==> src/rtl/core/rsi_pkg.sv <==
// Shared types and constants for the relative strength index block.
// Used by every module in rtl/core; depends on nothing else.
`default_nettype none

package rsi_pkg;

    // Field widths of the request and result payloads.
    localparam int PRICE_W = 32;
    localparam int DIFF_W  = PRICE_W + 1;
    localparam int RSI_W   = 15;
    localparam int WLEN_W  = 7;

    // Default depth of the difference chain.
    localparam int MAX_WINDOW_DEF = 64;

    // Window length after reset.
    localparam logic [WLEN_W-1:0] WINDOW_LENGTH_RST = 7'd14;

    // Full scale is 100 * 256 = (64 + 32 + 4) << 8.
    localparam int SCALE_SHIFT = 8;
    localparam int HUNDRED_W   = 7;

    // Largest legal result value.
    localparam logic [RSI_W-1:0] RSI_FULL_SCALE = 15'd25600;

    typedef struct packed {
        logic [PRICE_W-1:0] price;
        logic               restart;
    } rsi_in_t;

    typedef struct packed {
        logic [RSI_W-1:0] rsi_value;
        logic             flat_window;
    } rsi_out_t;

endpackage

`default_nettype wire

==> src/rtl/core/rsi_div.sv <==
// Scales the gain sum by 25600 and divides it by the total, one quotient bit
// per cycle (restoring division). Depends on rsi_pkg.
`default_nettype none

module rsi_div
    import rsi_pkg::*;
#(
    parameter int SUM_W = PRICE_W + 6
)
(
    input  wire logic             clk,
    input  wire logic             rst_n,
    input  wire logic             start,
    input  wire logic [SUM_W-1:0] gain,
    input  wire logic [SUM_W-1:0] total,
    output logic                  done,
    output rsi_out_t              res
);

    localparam int G100_W = SUM_W + HUNDRED_W;
    localparam int NUM_W  = G100_W + SCALE_SHIFT;
    localparam int STEP_W = $clog2(RSI_W);

    localparam logic [1:0] D_IDLE = 2'd0;
    localparam logic [1:0] D_RUN  = 2'd1;
    localparam logic [1:0] D_DONE = 2'd2;

    logic [1:0]        state_reg;
    logic [1:0]        state_next;
    logic [STEP_W-1:0] step_reg;
    logic [STEP_W-1:0] step_next;
    logic [SUM_W-1:0]  rem_reg;
    logic [SUM_W-1:0]  rem_next;
    logic [RSI_W-1:0]  low_reg;
    logic [RSI_W-1:0]  low_next;
    logic [SUM_W-1:0]  den_reg;
    logic [SUM_W-1:0]  den_next;
    logic [RSI_W-1:0]  quo_reg;
    logic [RSI_W-1:0]  quo_next;
    logic              flat_reg;
    logic              flat_next;
    logic [G100_W-1:0] gain_ext;
    logic [G100_W-1:0] gain_x100;
    logic [NUM_W-1:0]  numer;
    logic [SUM_W:0]    trial;
    logic [SUM_W:0]    trial_diff;

    // Numerator gain * 100 * 256, built from shifts and adds.
    assign gain_ext   = G100_W'(gain);
    assign gain_x100  = (gain_ext << 6) + (gain_ext << 5) + (gain_ext << 2);
    assign numer      = {gain_x100, {SCALE_SHIFT{1'b0}}};

    // One restoring step: bring down the next numerator bit and try to subtract.
    assign trial      = {rem_reg, low_reg[RSI_W-1]};
    assign trial_diff = trial - {1'b0, den_reg};

    always_comb
    begin
        state_next = state_reg;
        step_next  = step_reg;
        rem_next   = rem_reg;
        low_next   = low_reg;
        den_next   = den_reg;
        quo_next   = quo_reg;
        flat_next  = flat_reg;
        case (state_reg)
            D_IDLE,
            D_DONE:
            begin
                if (start)
                begin
                    den_next  = total;
                    step_next = '0;
                    quo_next  = '0;
                    // The quotient never exceeds 25600, so the top part of the
                    // numerator is already below the divisor.
                    rem_next  = numer[NUM_W-1:RSI_W];
                    low_next  = numer[RSI_W-1:0];
                    if (total == '0)
                    begin
                        flat_next  = 1'b1;
                        state_next = D_DONE;
                    end
                    else
                    begin
                        flat_next  = 1'b0;
                        state_next = D_RUN;
                    end
                end
            end
            D_RUN:
            begin
                low_next = {low_reg[RSI_W-2:0], 1'b0};
                if (trial >= {1'b0, den_reg})
                begin
                    rem_next = trial_diff[SUM_W-1:0];
                    quo_next = {quo_reg[RSI_W-2:0], 1'b1};
                end
                else
                begin
                    rem_next = trial[SUM_W-1:0];
                    quo_next = {quo_reg[RSI_W-2:0], 1'b0};
                end
                step_next = step_reg + 1'b1;
                if (step_reg == STEP_W'(RSI_W - 1))
                begin
                    state_next = D_DONE;
                end
            end
            default:
            begin
                state_next = D_IDLE;
            end
        endcase
    end

    // Control state.
    always_ff @(posedge clk or negedge rst_n)
    begin
        if (!rst_n)
        begin
            state_reg <= D_IDLE;
        end
        else
        begin
            state_reg <= state_next;
        end
    end

    // Datapath registers.
    always_ff @(posedge clk)
    begin
        step_reg <= step_next;
        rem_reg  <= rem_next;
        low_reg  <= low_next;
        den_reg  <= den_next;
        quo_reg  <= quo_next;
        flat_reg <= flat_next;
    end

    assign done            = (state_reg == D_DONE);
    assign res.rsi_value   = quo_reg;
    assign res.flat_window = flat_reg;

endmodule

`default_nettype wire

==> config.mk <==
export PLATFORM = sky130hd
export DESIGN_NAME = rsi_div
export DESIGN_NICKNAME = d
export VERILOG_FILES = /design/src/rtl/core/rsi_pkg.sv /design/src/rtl/core/rsi_div.sv
export SDC_FILE = /design/constraint.sdc
export NUM_CORES = 1
export LEC_CHECK = 0
export BUFFER_PORTS_ARGS = -buffer_cell sky130_fd_sc_hd__clkbuf_2
export CAP_MARGIN = 5
export CORE_ASPECT_RATIO = 0.7
export CORE_MARGIN = 3
export CORE_UTILIZATION = 45
export CTS_BUF_LIST = sky130_fd_sc_hd__clkbuf_8 sky130_fd_sc_hd__clkbuf_16
export DETAILED_ROUTE_END_ITERATION = 7
export PLACE_DENSITY = 0.69
export SYNTH_ARGS = -nofsm -noshare
export SYNTH_HDL_FRONTEND = slang
export SYNTH_SLANG_ARGS = --single-unit
==> constraint.sdc <==
create_clock -name clk -period 8.3 [get_ports clk]
set_input_delay 0.83 -clock clk [delete_from_list [all_inputs] [get_ports clk]]
set_output_delay 0.83 -clock clk [all_outputs]
set_load 0.02 [all_outputs]
======== Word level (Yosys, flattened, before mapping) ========
Cells that the tools add are included.
operators by class
  $add $sub $neg .......................... 4
  magnitude comparators ................... 1
  eq/ne operators ......................... 5
  muxes and demuxes ....................... 15
  reduce and logical (&&, ||, !) cells .... 7
operators with widths
  operator               number
  $mux W38               2
  $pmux W38 S2           1
  $pmux W15 S2           2
  $add A44 B43 Y45       1
  $add A45 B40 Y45       1
  $ge A39 B38 Y1         1
  $logic_not A38 Y1      1
  $sub A38 B38 Y38       1
  $mux W15               2
  $pmux W4 S2            1
  $mux W2                3
  $reduce_and A2 Y1      3
  $add A4 B1 Y4 const B  1
  $eq A4 B4 Y1 const B   1
  $mux W4                1
  $ne A2 B2 Y1 const B   2
  $pmux W2 S2            1
  $eq A2 B1 Y1 const B   1
  $eq A2 B2 Y1 const B   1
  $logic_not A2 Y1       1
  $mux W1                2
  $reduce_bool A2 Y1     1
  $reduce_or A2 Y1       1
storage, ports and cells
  flip-flop bits (word level) ............. 113
  bits of input ports ..................... 79
  output and inout bits ................... 17

======== Depth between registers and ports, before layout ========
  depth after elaboration ................. 4
  mapped depth ............................ 13

======== Least setup slack after synthesis ========
Ideal clock, no wire load.
  path type ............................... input to register
  start ................................... input gain[0]
  end ..................................... register rem_reg[35] (data pin)
  library setup time ...................... 0.270 ns
  arrival time ............................ 3.268 ns
  setup slack ............................. 4.761 ns
  stages on the path ...................... 13
  buffers on the path ..................... 0
  cells stage by stage .................... fa_1 > ha_1 > inv_1 > fa_1 > nor2b_1 > o31ai_1 > a21o_1 > a21oi_1 > o21a_1 > nand3_1 > a22oi_1 > xnor2_1 > a21oi_1
on the way
  cells in the longest elaborated chain, start to end .. 4
ends and longest elaborated chain
  item                  RTL line        RTL
  start, declared       rsi_div.sv:14   input wire logic [SUM_W-1:0] gain,
  $add A44 B43 Y45      rsi_div.sv:50   assign gain_x100 = (gain_ext << 6) + (gain_ext << 5) + (gain_ext << 2);
  $add A45 B40 Y45 (*)  rsi_div.sv:50
  $mux W38 (*)          rsi_div.sv:70   if (start)
  $pmux W38 S2 (*)      rsi_div.sv:66   case (state_reg)
  via rem_next[35]      rsi_div.sv:33   logic [SUM_W-1:0] rem_next;
  end signal, assigned  rsi_div.sv:134  rem_reg <= rem_next;
  end, declared         rsi_div.sv:32   logic [SUM_W-1:0] rem_reg;
The timed path passes the listed nets; every way through them passes the cells marked *. The select of a mux whose other input is x is not followed.
A chain may end at the register's enable or synchronous reset.

======== Final worst setup path ========
  start ................................... input gain[1]
  end ..................................... register rem_reg[32] (data pin)
The elaborated chain is that of the path after synthesis.

==> summary.md <==
| Metric | Value |
|---|---|
| FF+latch count, synth | around 100 |
| Most common cell after layout, fill and taps aside | edfxtp_1 |
| Die Y | approximately 130 um |
| Top cell type's share of synthesized area | 0.326 |
| CTS H-tree depth | 3 |
| Port Buf Inserts | 95 |
| Hold Violations, Final | 0 |
| Slew at the pin with the worst max-slew slack | roughly 1.1 ns |
| Post-Syn Area | 9300 um2 |
| RSZ-0062 raised after global routing | no |
| CTS tree | yes |
| Routability-driven placement congestion ratio | 0.941 |
| Fin nets | approximately 1300 |
| Gate Count Post-Synth | slightly below 1000 |
| Detail Route Antenna Nets | 0 |
| Endpoint type of the worst setup path | flop |
| Synth cell types | between 60 and 70 |
| WL per Instance | approximately 18 um |
| Worst Clk Skew | approximately 0.0077 ns |
| Final Critical Period | between 3 and 4 ns |
| Clock buffer depth | 2 |
| Detailed Place HPWL | roughly 19000 um |
| GR Overflow Total | 0 |
| Initial antenna violation count | 0 |
| Die width | 178 um |
| GRT Util Overall | 0.219 |
| PwrDens | between 300 and 400 nW/um2 |
| Core ar. | ~20000 um2 |
| Die area | about 22000 um2 |
| Synth top area cells | edfxtp_1 33%, ha_1 11%, fa_1 7.8% |
| ANT cells | 0 |
| Peak supply drop | roughly 0.37 mV |
| Sequential share of power | 0.271 |
| Clock share of power | 0.111 |
| Net Sw Power | ~1800 uW |
| Total Wirelength | between 20000 and 25000 um |
| Io pins | 96 |
| Number of synthesized flops with an enable pin | 101 |
| Cell Rows | 43 |
| Most frequent cells in the layout | 101 x edfxtp_1, 96 x a21oi_1, 95 x clkbuf_2 |
| Inst Count DP | about 1300 |
| First-pass GRT wire length | ~39000 um |
| R2R cell count | 10 |
| Number of clock buffers inserted by TritonCTS | 9 |
| Endpoints failing setup | 0 |
| P&R area growth vs syn | 10.3% |
| Largest delay share family, worst path | compound AO/OA/AOI/OAI gates |
| WP data required | 8.42 ns |
| Resized Gates After CTS | 0 |
| Post-Layout Cell Count | approximately 1300 |
| Slowest stage cell, crit path | fa_1 |
| Starting density of the core | 0.463 |
| Largest net degree at the start of global routing | 78 |
| Root buf cell | clkbuf_16 |
| Worst-path fanout max | 4 |
| Worst stage delay on the critical path | between 0.5 and 0.6 ns |
| Crit path launch type | input pin |
| Post-route cell area | just over 10000 um2 |
| Worst-path clk slew | roughly 0.070 ns |
| Clk sinks | about 100 |
| CP Data Arrival Time | 3.94 ns |
| Sw Ratio | 0.467 |
| Max cap viols | 0 |
| Vias | between 7000 and 8000 |
| Ys flop type | edfxtp_1 |
| Setup TNS | 0 ns |
| Share of layout cells above drive strength 1 | 0.118 |
| Ys async rst share | 0.0194 |
| Worst path cell trace | clkbuf_2 -> fa_1 -> ha_1 -> a211oi_1 -> o21bai_1 -> o2111ai_1 -> a31oi_1 -> a21oi_1 -> o22a_1 -> o21ai_0 -> xor2_1 -> a21o_1 |
| Sequential share of the synthesized area | 0.332 |
| Kind of critical path | input pin to flop |
| Max Clk Rate | between 200 and 300 MHz |
| Final Power | approximately 3800 uW |
| Via density | about 5.8 |
| Synthesized area per cell | 9.35 um2 |
| Area leader, netlist | edfxtp_1 |
| CP Buf/Inv Count | 1 |
| Max-slew violation count | 0 |
| Hold-fix buffers, CTS | 0 |
| Outcome | complete, no violations |
| DR pass1 iterations | 6 |
| DP Area | 9980 um2 |
| Worst-Skew Late Latency | roughly 0.36 ns |
| # DRC | 0 |
| Leak | ~0.0044 uW |
| YS warnings | 0 |
| Worst hold slack | roughly 0.24 ns |
| Syn nets | ~1200 |
| Initial drt markers | 732 |
| Int Power | between 2000 and 2500 uW |
| Worst min-delay path class | input pin to asynchronous set/reset pin |
| Fin crit share | 0.460 |
| Stages on worst setup path | 12 |
| Postcts setup bufs | 0 |
| Slew headroom | 0.263 |
| Comb power frac | 0.618 |
| Vias in the first global route | ~7500 |
## logic make-up (layout without fill, tap and decap cells)
logic type      count (synthesis)  in the layout  share of synthesized area
flops                         103            103                      0.332
fa+ha+maj                     118            118                      0.188
simple gates                  288            288                      0.153
mux                            10             10                     0.0108
buf+inv                        98            175                     0.0431
xor+xnor                       66             66                     0.0622
compound gates                311            311                      0.212
## path summary, 6_finish.rpt
kind	end	from	slack [ns]
worst max-delay path	rem_reg[32]	gain[1]	4.48
worst min-delay path	state_reg[0]	rst_n	0.24
worst max register to register	rem_reg[10]	rem_reg[5]	4.49
worst min register to register	low_reg[11]	low_reg[10]	0.53
max in group asynchronous	state_reg[1]	rst_n	7.97
min in group clk	low_reg[11]	low_reg[10]	0.53
## routing by layer
| metal | routed length [um] | track usage | vias to the layer above |
|---|---|---|---|
| li1 | - | - | 3808 |
| met1 | 12000 | 0.333 | 3729 |
| met2 | 10600 | 0.335 | 243 |
| met3 | 1530 | 0.0362 | 22 |
| met4 | 267 | 0.0351 | 0 |
| met5 | 0 | 0 | - |
## cells in the mapped netlist (14+ instances only)
cell / count
a21o_1: 34
a21oi_1: 96
and2_1: 25
clkbuf_1: 25
edfxtp_1: 101
fa_1: 36
ha_1: 82
inv_1: 59
nand2_1: 95
nand3_1: 21
nor2_1: 53
nor3_1: 14
o211ai_1: 16
o21ai_0: 66
xnor2_1: 37
xor2_1: 29
## area by class of cell
type / instances / area (um2)
flip-flops and latches: 103 / 3080
clock buffers: 9 / 225
multi-input cells: 793 / 5820
fillers: 1904 / 9810
clock inverters: 7 / 50.0
well taps: 270 / 338
repair buffers: 100 / 513
inverters: 59 / 221
## power groups by stage
stage	clock [uW]	sequential (uW)	combinational [uW]
after floorplan	0	1030	1760
after global placement	0	1040	2290
after detailed placement	0	1040	2320
after CTS	430	1030	2330
after global routing	448	1050	2610
final	421	1030	2350
## worst reg2reg max path: stages (launching register included)
cell and delay (ns):
edfxtp_1 0.41, ha_1 0.40, nand4_1 0.28, a21oi_1 0.35
o21bai_1 0.19, a21oi_1 0.27, o211ai_1 0.18, a31oi_4 0.54
buf_4 0.51, mux2i_1 0.31, o21ai_0 0.10
## metrics by stage
step | worst slack, ns | util
5_1_grt | 4.19 | 0.511
3_5_place_dp | 4.15 | 0.497
3_3_place_gp | 4.23 | 0.497
4_1_cts | 4.50 | 0.511
2_1_floorplan | 4.76 | -
6_report | 4.48 | 0.511
(Power assumes the default switching activity.)
