$ cat config.mk
export PLATFORM = sky130hd
export DESIGN_NAME = rsi_cell
export DESIGN_NICKNAME = d
export VERILOG_FILES = /design/src/rtl/core/rsi_pkg.sv /design/src/rtl/core/rsi_cell.sv
export SDC_FILE = /design/constraint.sdc
export NUM_CORES = 1
export LEC_CHECK = 0
export ABC_AREA = 1
export BUFFER_PORTS_ARGS = -buffer_cell sky130_fd_sc_hd__buf_2
export CORE_MARGIN = 2
export CORE_UTILIZATION = 40
export DETAILED_ROUTE_END_ITERATION = 10
export PLACE_DENSITY_LB_ADDON = 0.12
export RECOVER_POWER = 25
export SYNTH_ARGS = -nofsm -noshare
export SYNTH_HDL_FRONTEND = slang
export SYNTH_SLANG_ARGS = --single-unit
$ cat constraint.sdc
create_clock -name clk -period 2.71 [get_ports clk]
set_clock_uncertainty 0.15 [all_clocks]
set_input_delay 0.542 -clock clk [delete_from_list [all_inputs] [get_ports clk]]
set_output_delay 0.542 -clock clk [all_outputs]
set_load 0.02 [all_outputs]
$ cat src/rtl/core/rsi_pkg.sv
// Shared types and constants for the relative strength index block.
// Used by every module in rtl/core; depends on nothing else.
`default_nettype none

package rsi_pkg;

    // Field widths of the request and result payloads.
    localparam int PRICE_W = 32;
    localparam int DIFF_W  = PRICE_W + 1;
    localparam int RSI_W   = 15;
    localparam int WLEN_W  = 7;

    // Default depth of the difference chain.
    localparam int MAX_WINDOW_DEF = 64;

    // Window length after reset.
    localparam logic [WLEN_W-1:0] WINDOW_LENGTH_RST = 7'd14;

    // Full scale is 100 * 256 = (64 + 32 + 4) << 8.
    localparam int SCALE_SHIFT = 8;
    localparam int HUNDRED_W   = 7;

    // Largest legal result value.
    localparam logic [RSI_W-1:0] RSI_FULL_SCALE = 15'd25600;

    typedef struct packed {
        logic [PRICE_W-1:0] price;
        logic               restart;
    } rsi_in_t;

    typedef struct packed {
        logic [RSI_W-1:0] rsi_value;
        logic             flat_window;
    } rsi_out_t;

endpackage

`default_nettype wire

$ cat src/rtl/core/rsi_cell.sv
// One cell of the difference chain: holds one price difference and adds it
// into the gain or loss partial sum passing through. Depends on rsi_pkg.
`default_nettype none

module rsi_cell
    import rsi_pkg::*;
#(
    parameter int IDX   = 0,
    parameter int SUM_W = PRICE_W + 6,
    parameter int CNT_W = 7
)
(
    input  wire logic                     clk,
    input  wire logic                     shift_en,
    input  wire logic signed [DIFF_W-1:0] diff_in,
    output logic signed [DIFF_W-1:0]      diff_out,
    input  wire logic [CNT_W-1:0]         length,
    input  wire logic [SUM_W-1:0]         gain_in,
    input  wire logic [SUM_W-1:0]         loss_in,
    output logic [SUM_W-1:0]              gain_out,
    output logic [SUM_W-1:0]              loss_out
);

    logic signed [DIFF_W-1:0] diff_reg;
    logic [SUM_W-1:0]         gain_reg;
    logic [SUM_W-1:0]         loss_reg;
    logic [SUM_W-1:0]         gain_next;
    logic [SUM_W-1:0]         loss_next;
    logic [DIFF_W-1:0]        mag;
    logic                     included;

    // The difference moves one place along the chain on each new sample.
    always_ff @(posedge clk)
    begin
        if (shift_en)
        begin
            diff_reg <= diff_in;
        end
    end

    // Only the newest cells, up to the window length, take part in the sums.
    assign included = (CNT_W'(IDX) < length);
    assign mag      = diff_reg[DIFF_W-1] ? DIFF_W'(-diff_reg) : DIFF_W'(diff_reg);

    always_comb
    begin
        gain_next = gain_in;
        loss_next = loss_in;
        if (included && (diff_reg > 0))
        begin
            gain_next = gain_in + SUM_W'(mag[PRICE_W-1:0]);
        end
        else if (included && (diff_reg < 0))
        begin
            loss_next = loss_in + SUM_W'(mag[PRICE_W-1:0]);
        end
    end

    // Partial sums are registered so that each cell adds one term per cycle.
    always_ff @(posedge clk)
    begin
        gain_reg <= gain_next;
        loss_reg <= loss_next;
    end

    assign diff_out = diff_reg;
    assign gain_out = gain_reg;
    assign loss_out = loss_reg;

endmodule

`default_nettype wire

# --- Word level (Yosys, flattened, before mapping) ---
# Cells that the tools add are included.
word_totals:
  ff_bits: 109
  inputBits: 118
  elab_cells: 15
classes:
  add_sub_neg: 3
  n_lt_le_gt_ge: 3
  n_mux: 4
  reduce_logical: 2
op_table:
  columns: ["op", "n"]
  rows:
  - ["38-bit two-way mux", 3]
  - ["38-bit by 32-bit adder with 38-bit output", 2]
  - ["33-bit by 1-bit > comparator with 1-bit output (second input constant)", 1]
  - ["33-bit by 1-bit < comparator with 1-bit output (second input constant)", 1]
  - ["32-bit two-way mux", 1]
  - ["32-bit negator", 1]
  - ["1-bit by 7-bit < comparator with 1-bit output (first input constant)", 1]
  - ["1-bit logical AND", 2]

# --- Longest topological paths before layout ---
# Gate-level depths: netlist of the first run.
logic_depth:
  depth_word: 5
  mapped_depth: 22

# --- Worst setup path after synthesis of the first run ---
# OpenSTA, ideal clock, no wires.
synth_timing:
  path_kind: "flip-flop to flip-flop"
  startpoint: "register diff_reg[0] (netlist: diff_out[0])"
  endpoint: "register gain_reg[31] (netlist: gain_out[31])"
  arrival_ps: 2790
  required_ps: 2447
  path_slack_ps: -343
  path_stages_with_launch: 19
  n_path_buf: 0
  path_cell_list: "edfxtp_1 -> inv_1 -> ha_1 -> nand4_2 -> nor2_4 -> nand2_1 -> o21ai_2 -> nand2_1 -> nor2_1 -> xor2_1 -> ha_1 -> a21oi_1 -> inv_1 -> o21ai_0 -> nand2_1 -> a21oi_1 -> nand3_1 -> nand3_1 -> nand2_1"
synth_via:
  elab_chain_cells: 4
  elab_cells_between_ends: 6
  cone_classes: "add/sub: 2; order compare: 1; mux: 2; reduce/logical: 1"
synth_rtl:
  columns: ["element", "line", "rtl"]
  rows:
  - ["start, declared", "rsi_cell.sv:24", "logic signed [DIFF_W-1:0] diff_reg;"]
  - ["start signal, assigned", "rsi_cell.sv:37", "diff_reg <= diff_in;"]
  - ["32-bit negator", "rsi_cell.sv:43", "assign mag = diff_reg[DIFF_W-1] ? DIFF_W'(-diff_reg) : DIFF_W'(diff_reg);"]
  - ["32-bit two-way mux", "rsi_cell.sv:43", null]
  - ["38-bit by 32-bit adder with 38-bit output", "rsi_cell.sv:51", "gain_next = gain_in + SUM_W'(mag[PRICE_W-1:0]);"]
  - ["38-bit two-way mux *", "rsi_cell.sv:49", "if (included && (diff_reg > 0))"]
  - ["via gain_next[31]", "rsi_cell.sv:27", "logic [SUM_W-1:0] gain_next;"]
  - ["end signal, assigned", "rsi_cell.sv:62", "gain_reg <= gain_next;"]
  - ["end, declared", "rsi_cell.sv:25", "logic [SUM_W-1:0] gain_reg;"]
# The timed path passes the listed nets; every way through them passes the cells marked *.
# A chain may end at the register's enable or synchronous reset.

# --- Worst setup path in the final report of the first run ---
layout_timing:
  startpoint: "register diff_reg[0] (netlist: diff_out[0])"
  endpoint: "register gain_reg[24] (netlist: gain_out[24])"
# The elaborated chain is that of the path after synthesis.

==> impl_metrics.ini, run 1 <==
[power_and_ir_drop]
p_sw_frac = 0.439
cellInternalPower_uw = 5310
switching_power_uw = 4160
power_density_nw_per_um2 = 580
p_comb_frac = 0.634
p_seq_frac = 0.218
clock_power_share = 0.148
leakage_uw = 0.00811
vdd_ir_drop_max_mv = 0.284

[synth]
synth_top_area_frac = 0.230
async_flop_share = 0
synth.yosys.warnings = 0
post_synthesis_area_per_instance_sq_um = 6.17
net_count_synth = 1703
yosys_most_used_dff = sky130_fd_sc_hd__dfxtp_1
synth-edff-count = 33
postSynthCellCount = 1517
most_area_hungry_cell_type_in_the_yosys_netlist = sky130_fd_sc_hd__nand2_1
netlist_top_cells_area = sky130_fd_sc_hd__nand2_1 23%, sky130_fd_sc_hd__dfxtp_1 16%, sky130_fd_sc_hd__edfxtp_1 11%
synth.yosys.seq_area_share = 0.268
synth.cell_area_sq_um = 9360
synthMostInstantiatedCell = sky130_fd_sc_hd__nand2_1
synthDistinctLibCells = 41
synthesis_stage_register_bit_count = 109
post_synth_most_frequent_cells = 574 x sky130_fd_sc_hd__nand2_1, 217 x sky130_fd_sc_hd__inv_1, 142 x sky130_fd_sc_hd__nor2_1, 97 x sky130_fd_sc_hd__nand3_1, 76 x sky130_fd_sc_hd__dfxtp_1

[grt]
grt_pass1_vias = 11200
grt_pass1_wl_microns = 56200
globalRoute.totalOverflow = 0
global_route.usage.total = 0.295
grt_start_max_net_pins = 52
antenna_violations_before_repair = 1

[flow_run]
drv_cap = 0

[worst_setup_path]
timing.setup.critical_path_class = reg -> reg
timing.critical_path.from_type = register
worst-endpoint-required_ns = 2.83
worst-path-max-fanout = 6
setup.worst_path.end_class = register
cp.arrival_ns = 3.38

[clocking]
h-tree-depth = 3
clock_net_sink_count = 109
tritoncts = built
worst_skew_pair_later_pin_latency_ns = 0.38
root_buffer = sky130_fd_sc_hd__clkbuf_16
cts_hold_buffers = 0
clock_tree.buffer_depth = 2
path_clk_slew_ns = 0.09
tritoncts.num_buffers = 9

[placement]
placement.cell_area_sq_um = 13100
place.port_buffers = 226
post-place-cells = 2308
gp_congestion = 0.924
hpwl_microns = 28900

[detailed_routing]
route.detailed.vias_per_inst = 4.98
wire_per_inst_microns = 16.3
drt_first_iter_violations = 729
route.final.wire_length_microns = 38600
drt_drc_violations_left = 0
firstDrtPassIters = 5
antenna_left = 0
num_vias = 11800

[timing]
final.hold.worst_slack_ns = 0.185
final_min_period_ns = 3.27
worst_pin_slew_ns = 0.974
fin_ws_ns = -0.556
setup_viol_count_final = 59
timing.setup.tns_ns = -20.48
final_hold_viol_count = 0
rsz0062_at_grt = yes
final-max-slew-violation-count = 0
final_min_period_over_clock_period = 1.21
max_frequency_mhz = 306
max_slew_margin = 0.351

[die]
die-width_microns = 157
floorplan.initialDensity = 0.411
design.die.area_sq_um = 24700
coreArea_sq_um = 22800
die_height_microns = 157
ioPinCount = 227
placement_rows = 55

[run_status]
outcome = complete, but fails checks
failed_checks = setup timing

[layout]
final_cell_count_no_fill = 2363
final_nets = 2230
fraction_of_final_layout_cells_sized_beyond_drive_strength_1 = 0.509
layout-area-overhead-vs-synth_pct = 74.3
final_core_utilization = 0.717
fill_cells = 1761
layout.cell_area.non_filler_sq_um = 16300

[hold_path]
hp-class = in -> reg
[logic make-up after synthesis]
| group | count (synthesis) | share of synthesized area |
|---|---|---|
| flops | 109 | 0.268 |
| xor+xnor | 63 | 0.0589 |
| simple gates | 898 | 0.401 |
| compound gates | 137 | 0.0770 |
| fa+ha+maj | 68 | 0.0925 |
| buf+inv | 242 | 0.102 |
[power by group through the flow]
stage / sequential (uW) / combinational [uW] / clock, uW
final: 2060 / 6010 / 1400
after global routing: 2090 / 6420 / 1470
after CTS: 2060 / 5380 / 1420
after detailed placement: 2100 / 4380 / 0
after global placement: 2100 / 4360 / 0
after floorplan: 2460 / 2070 / 0
[timing repair]
| action | CTS | global route |
|---|---|---|
| buffers inserted | 27 | 16 |
| resized for setup | 385 | 212 |
| pin swaps | 92 | 104 |
| endpoints found under the setup margin | 61 | 65 |
[final timing paths]
kind         slack [ns]            to  cells past startpoint        start
max reg2reg       -0.56  gain_out[24]                     20  diff_out[0]
min reg2reg        0.62   loss_out[0]                      4  diff_out[0]
min                0.18  diff_out[16]                      1  diff_in[16]
max               -0.56  gain_out[24]                     20  diff_out[0]
[flip-flops by register name, indices dropped and copies added (netlist names)]
register,count
gain_out,38
diff_out,33
loss_out,38
[layout make-up]
class                      count  area [sq um]  share of cell area
antenna                        1          2.50            0.000153
multi-input combinational   1166          8660               0.530
tap                          313           392              0.0240
sequential                   109          2510               0.154
inverter                     225           855              0.0523
clock buffer                  10           229              0.0140
clock inverter                 6          67.6             0.00414
timing repair buffer         533          3610               0.221
[worst max-delay path, stage by stage, from the launching register on]
cell and delay [ns]:
sky130_fd_sc_hd__edfxtp_1 0.42, sky130_fd_sc_hd__inv_2 0.12, sky130_fd_sc_hd__nand3_2 0.13, sky130_fd_sc_hd__nor2_4 0.14, sky130_fd_sc_hd__nand3_2 0.10, sky130_fd_sc_hd__nor2_4 0.22, sky130_fd_sc_hd__nand2_1 0.09, sky130_fd_sc_hd__nand2_2 0.11
sky130_fd_sc_hd__xnor2_4 0.12, sky130_fd_sc_hd__ha_4 0.31, sky130_fd_sc_hd__buf_4 0.15, sky130_fd_sc_hd__nand2_2 0.12, sky130_fd_sc_hd__nor2_4 0.15, sky130_fd_sc_hd__buf_4 0.11, sky130_fd_sc_hd__nand2_1 0.10, sky130_fd_sc_hd__nor2_1 0.19
sky130_fd_sc_hd__nand2_1 0.11, sky130_fd_sc_hd__nand3_1 0.09, sky130_fd_sc_hd__nand2_1 0.05, sky130_fd_sc_hd__nand3_1 0.11, sky130_fd_sc_hd__nand2_1 0.06
[placed cells by master (no fill, tap or decap), types with 38 or more instances in the layout]
cell type                   n
sky130_fd_sc_hd__inv_1    184
sky130_fd_sc_hd__nand2_1  434
sky130_fd_sc_hd__nand2_2  114
sky130_fd_sc_hd__nor2_1    65
sky130_fd_sc_hd__buf_4    270
sky130_fd_sc_hd__dfxtp_1   76
sky130_fd_sc_hd__nand3_1   60
sky130_fd_sc_hd__buf_2    226
sky130_fd_sc_hd__nor2_2    38
sky130_fd_sc_hd__nor2_4    46
sky130_fd_sc_hd__ha_4      55
[layer usage]
metal / vias to the layer above / wire (microns) / GRT usage
met3: 92 / 1930 / 0.0267
met4: 0 / 1390 / 0.111
met2: 378 / 19700 / 0.537
met5: - / 0 / 0
li1: 5826 / - / -
met1: 5478 / 15600 / 0.360
[per-stage QoR]
stage          total power (uW)  setup slack (ns)
2_1_floorplan              4530            -0.272
3_5_place_dp               6480            -0.758
5_1_grt                    9980            -0.727
6_report                   9470            -0.556
3_3_place_gp               6460            -0.695
4_1_cts                    8860            -0.440
No activity file was read; power rests on OpenSTA's default activity.
==> inputs of run 2 (changes only) <==
- CORE_UTILIZATION: 40 -> 50
- SLEW_MARGIN: unset -> 20
==> impl_metrics.ini, run 2 (same netlist as run 1, synthesis figures left out) <==
[run_status]
outcome = complete, but fails checks
failed_checks = capacitance limit, slew limit, setup timing

[timing]
worst_pin_slew_ns = 1.89
max_slew_margin = -0.260
final_hold_viol_count = 0
setup_viol_count_final = 64
timing.setup.tns_ns = -25.69
max_frequency_mhz = 300
final_min_period_over_clock_period = 1.23
fin_ws_ns = -0.626
final_min_period_ns = 3.34
final-max-slew-violation-count = 34
rsz0062_at_grt = yes

[detailed_routing]
firstDrtPassIters = 5
antenna_left = 0
wire_per_inst_microns = 17.3
route.detailed.vias_per_inst = 5.34
num_vias = 12100
drt_first_iter_violations = 950
route.final.wire_length_microns = 39300
drt_drc_violations_left = 0

[worst_setup_path]
critPathSlowestCell = sky130_fd_sc_hd__edfxtp_1
cp_cell_sequence = inv_2 -> nand2_1 -> nor3_2 -> buf_4 -> nand2_1 -> o21ai_2 -> xnor2_4 -> ha_4 -> nand2_1 -> nand2_1 -> inv_1 -> nand2_1 -> buf_4 -> nor2_1 -> nand2_2 -> nand2_2 -> nand3b_1 -> nand3_1 -> nand2_1
worst-endpoint-required_ns = 2.82
cp.arrival_ns = 3.44
crit_path_max_incr_delay_ns = 0.51
timing.critical_path.from_type = register
timing.setup.critical_path_class = reg -> reg
worst-path-max-fanout = 4
setup.worst_path.end_class = register
cp_common_cell = sky130_fd_sc_hd__nand2_1

[grt]
grt_pass1_wl_microns = 55200
grt_start_max_net_pins = 49
globalRoute.totalOverflow = 0
global_route.usage.total = 0.357
antenna_violations_before_repair = 0
grt_pass1_vias = 11300

[die]
ioPinCount = 227
die_height_microns = 141
coreArea_sq_um = 18500
placement_rows = 50
die-width_microns = 141
design.die.area_sq_um = 19800
floorplan.initialDensity = 0.506

[clocking]
clock_tree.buffer_depth = 2
worst_skew_pair_later_pin_latency_ns = 0.38
h-tree-depth = 3
path_clk_slew_ns = 0.08
clock_net_sink_count = 109
root_buffer = sky130_fd_sc_hd__clkbuf_16
tritoncts.num_buffers = 9
tritoncts = built

[placement]
hpwl_microns = 27600
detailedPlace.worstSlack_ns = -0.671
placement.cell_area_sq_um = 12800
gp_congestion = 0.964
place.port_buffers = 226

[power_and_ir_drop]
power_density_nw_per_um2 = 588
cellInternalPower_uw = 5140
vdd_ir_drop_max_mv = 0.389
switching_power_uw = 4050
p_comb_frac = 0.629
clock_power_share = 0.146
p_sw_frac = 0.441
report.power.total_uw = 9190
leakage_uw = 0.00790
p_seq_frac = 0.225

[layout]
final_nets = 2215
fill_cells = 1146
fraction_of_final_layout_cells_sized_beyond_drive_strength_1 = 0.469
commonest_non_fill_non_tap_cells_in_the_layout = 463 x sky130_fd_sc_hd__nand2_1, 274 x sky130_fd_sc_hd__buf_4, 221 x sky130_fd_sc_hd__buf_2
layout.cell_area.non_filler_sq_um = 15600
layout-area-overhead-vs-synth_pct = 66.9
most_common_cell_after_layout_fill_and_taps_aside = sky130_fd_sc_hd__nand2_1
antennaDiodeCount = 0
final_core_utilization = 0.844

[flow_run]
drv_cap = 1

[hold_path]
hp-class = in -> reg
run 2: cell count changes in the layout (fill, tap and decap cells not counted), sizes merged:
cell / change
buf: -19
clkbuf: +3
inv: -2
clkinv: +1
clkinvlp: +1
diode: -1
run 2: final timing paths:
path	slack, ns	from	to	cells past startpoint
worst max-delay path	-0.63	diff_out[8]	loss_out[23]	19
worst min-delay path	0.19	diff_in[12]	diff_out[12]	1
worst max register to register	-0.63	diff_out[8]	loss_out[23]	19
worst min register to register	0.60	diff_out[0]	gain_out[0]	4
run 2: layout make-up:
cell class	count	area (sq um)	area share
sequential	109	2510	0.161
inverter	225	845	0.0540
multi-input combinational	1166	8280	0.530
clock buffer	9	225	0.0144
timing repair buffer	518	3420	0.219
tap	234	293	0.0187
clock inverter	6	56.3	0.00360
run 2: worst max-delay path, delay by kind of cell (launching register included):
| kind | cells | cell delay (ns) |
|---|---|---|
| AOI/OAI and AO/OA | 1 | 0.24 |
| xor gates and xnor gates | 1 | 0.20 |
| adders and majority gates | 1 | 0.27 |
| buffers and inverters | 4 | 0.55 |
| DFF | 1 | 0.51 |
| and+or+nand+nor | 12 | 1.30 |
run 2: timing repair:
| action | 4_1_cts | 5_1_grt |
|---|---|---|
| endpoints found under the setup margin | 66 | 67 |
| buffers inserted | 29 | 17 |
| pin swaps | 72 | 56 |
| hold buffers | 0 | 0 |
| resized for setup | 258 | 207 |
run 2: power by group through the flow:
stage / combinational (uW) / sequential, uW / clock, uW
6_report: 5780 / 2060 / 1340
5_1_grt: 6140 / 2090 / 1410
4_1_cts: 5000 / 2060 / 1350
3_5_place_dp: 4300 / 2090 / 0
3_3_place_gp: 4250 / 2090 / 0
2_1_floorplan: 2070 / 2460 / 0
run 2: through the flow:
step | hold slack, ns | std cells
CTS | 0.180 | 2251
finish | 0.186 | 2267
detailed placement | 0.570 | 2211
global placement | 0.569 | 2211
floorplan | 0.491 | 1517
global route | 0.181 | 2267
run 2: routing by layer:
layer	GRT usage	part of all wire
met1	0.410	0.38
met3	0.0319	0.056
met2	0.649	0.50
met4	0.207	0.067
met5	0	0
==> inputs of run 3 (changes only) <==
- CORE_UTILIZATION: 50 -> 60
- clock period: 2.71 -> 4.1 ns (I/O delays scaled with it)
==> impl_metrics.ini, run 3 (same netlist as run 1, synthesis figures left out) <==
[run_status]
outcome = complete, but fails checks
failed_checks = capacitance limit, slew limit

[clocking]
clock_tree.buffer_depth = 2
path_clk_slew_ns = 0.08
cts_setup_buffers = 0
tritoncts = built
cts_resized = 0
clock_net_sink_count = 109
tritoncts.num_buffers = 9
worst_skew_pair_later_pin_latency_ns = 0.37
root_buffer = sky130_fd_sc_hd__clkbuf_16
cts_hold_buffers = 0
h-tree-depth = 3

[placement]
detailedPlace.worstSlack_ns = 0.382
place.port_buffers = 226
gp_congestion = 0.992
hpwl_microns = 25000

[hold_path]
hp-start = diff_in[1]
hp-class = in -> reg

[grt]
grt_pass1_vias = 9569
antenna_violations_before_repair = 1
globalRoute.totalOverflow = 0
grt_pass1_wl_microns = 46700
global_route.usage.total = 0.364
grt_start_max_net_pins = 52

[worst_setup_path]
endpoint = loss_out[34]
r2r_depth = 19
setup.reg_to_reg.worst_slack_ns = 0.25
worst-path-max-fanout = 6
setup.worst_path.end_class = register
cp_common_cell = sky130_fd_sc_hd__nand2_1
cp_cell_sequence = inv_1 -> ha_1 -> nand4_2 -> nor2_4 -> nand2_1 -> o21ai_2 -> nand2_1 -> nor2_1 -> xnor2_1 -> ha_1 -> nand2_1 -> nor3_1 -> nand2_1 -> nor3_1 -> nand2_1 -> nand2_1 -> nand3_1 -> nand2_1 -> inv_1
cp.arrival_ns = 3.97
setup.worst_path.start = diff_out[0]
crit_path_max_incr_delay_ns = 0.48
timing.critical_path.from_type = register
worst-endpoint-required_ns = 4.23
timing.setup.critical_path_class = reg -> reg
timing.rr.end = loss_out[34]
r2r_start = diff_out[0]
critPathSlowestCell = sky130_fd_sc_hd__edfxtp_1

[layout]
commonest_non_fill_non_tap_cells_in_the_layout = 574 x sky130_fd_sc_hd__nand2_1, 218 x sky130_fd_sc_hd__buf_2, 217 x sky130_fd_sc_hd__inv_1
fraction_of_final_layout_cells_sized_beyond_drive_strength_1 = 0.158
final_nets = 1926
most_common_cell_after_layout_fill_and_taps_aside = sky130_fd_sc_hd__nand2_1
multi_input_comb_area_sq_um = 5900
fill_cells = 1378
layout-area-overhead-vs-synth_pct = 16.8
layout.area.seq_sq_um = 2510

[timing]
fin_ws_ns = 0.254
rsz0062_at_grt = no
final-max-slew-violation-count = 34
final_hold_viol_count = 0
max_frequency_mhz = 260
worst_pin_slew_ns = 1.80
final.hold.worst_slack_ns = 0.466
final_min_period_ns = 3.85
max_slew_margin = -0.203
final_min_period_over_clock_period = 0.938
setup_viol_count_final = 0
timing.setup.tns_ns = 0

[die]
design.die.area_sq_um = 16600
floorplan.initialDensity = 0.616
die-width_microns = 129
coreArea_sq_um = 15200
ioPinCount = 227
die_height_microns = 129
placement_rows = 45

[flow_run]
drv_cap = 1

[detailed_routing]
wire_per_inst_microns = 15.6
drt_drc_violations_left = 0
route.detailed.vias_per_inst = 5.45
antenna_left = 0
route.final.wire_length_microns = 30200
firstDrtPassIters = 6
drt_first_iter_violations = 823
num_vias = 10500

[power_and_ir_drop]
vdd_ir_drop_max_mv = 0.255
power_density_nw_per_um2 = 412
leakage_uw = 0.00597
[run 3: cell types whose count changed in the layout (fill, tap and decap cells not counted), moves of 45 or more]
cell,before,now
sky130_fd_sc_hd__nand2_1,463,574
sky130_fd_sc_hd__ha_1,12,66
sky130_fd_sc_hd__a21oi_1,11,56
sky130_fd_sc_hd__nor2_1,87,142
sky130_fd_sc_hd__buf_4,274,3
sky130_fd_sc_hd__ha_4,53,0
sky130_fd_sc_hd__nand2_2,98,11
[run 3: how the worst min path moves through the flow]
stage | cells after the start | endpoint
final | 1 | diff_out[1]
after floorplan | 3 | gain_out[0]
after CTS | 1 | diff_out[14]
after global placement | 3 | loss_out[0]
after detailed placement | 3 | gain_out[0]
after global routing | 1 | diff_out[32]
[run 3: stage by stage]
stage               instance area [sq um]  instances  total power (uW)   util
global placement                    10600       1917              3530  0.700
CTS                                 10900       1933              4480  0.720
global route                        10900       1934              4810  0.719
floorplan                            9360       1517              2920      -
detailed placement                  10600       1917              3570  0.700
finish                              10900       1934              4510  0.719
[run 3: power by group]
group / internal [uW] / total [uW] / switching (uW)
logic: 748 / 2230 / 1480
registers: 1300 / 1370 / 68.2
clock network: 446 / 916 / 469
total: 2490 / 4510 / 2020
[run 3: per-layer routing]
layer | wire (microns) | global-route usage
met1 | 12200 | 0.458
met4 | 1460 | 0.192
met2 | 14200 | 0.616
met3 | 2320 | 0.0420
met5 | 0 | 0
[run 3: worst max-delay path, delay by kind of cell, from the launching register on]
family                     cells  cell delay, ns
buffers and inverters          2            0.15
adders and majority gates      2            0.62
AOI/OAI and AO/OA              1            0.18
DFF                            1            0.48
xor gates and xnor gates       1            0.16
and+or+nand+nor               13            1.98
[run 3: layout make-up]
class	instances	area share
Clock buffer	10	0.0219
Timing Repair Buffer	229	0.105
Multi-Input combinational cell	1166	0.539
Sequential cell	109	0.230
Clock inverter	6	0.00572
Tap cell	188	0.0215
Inverter	225	0.0772
Antenna cell	1	0.000229
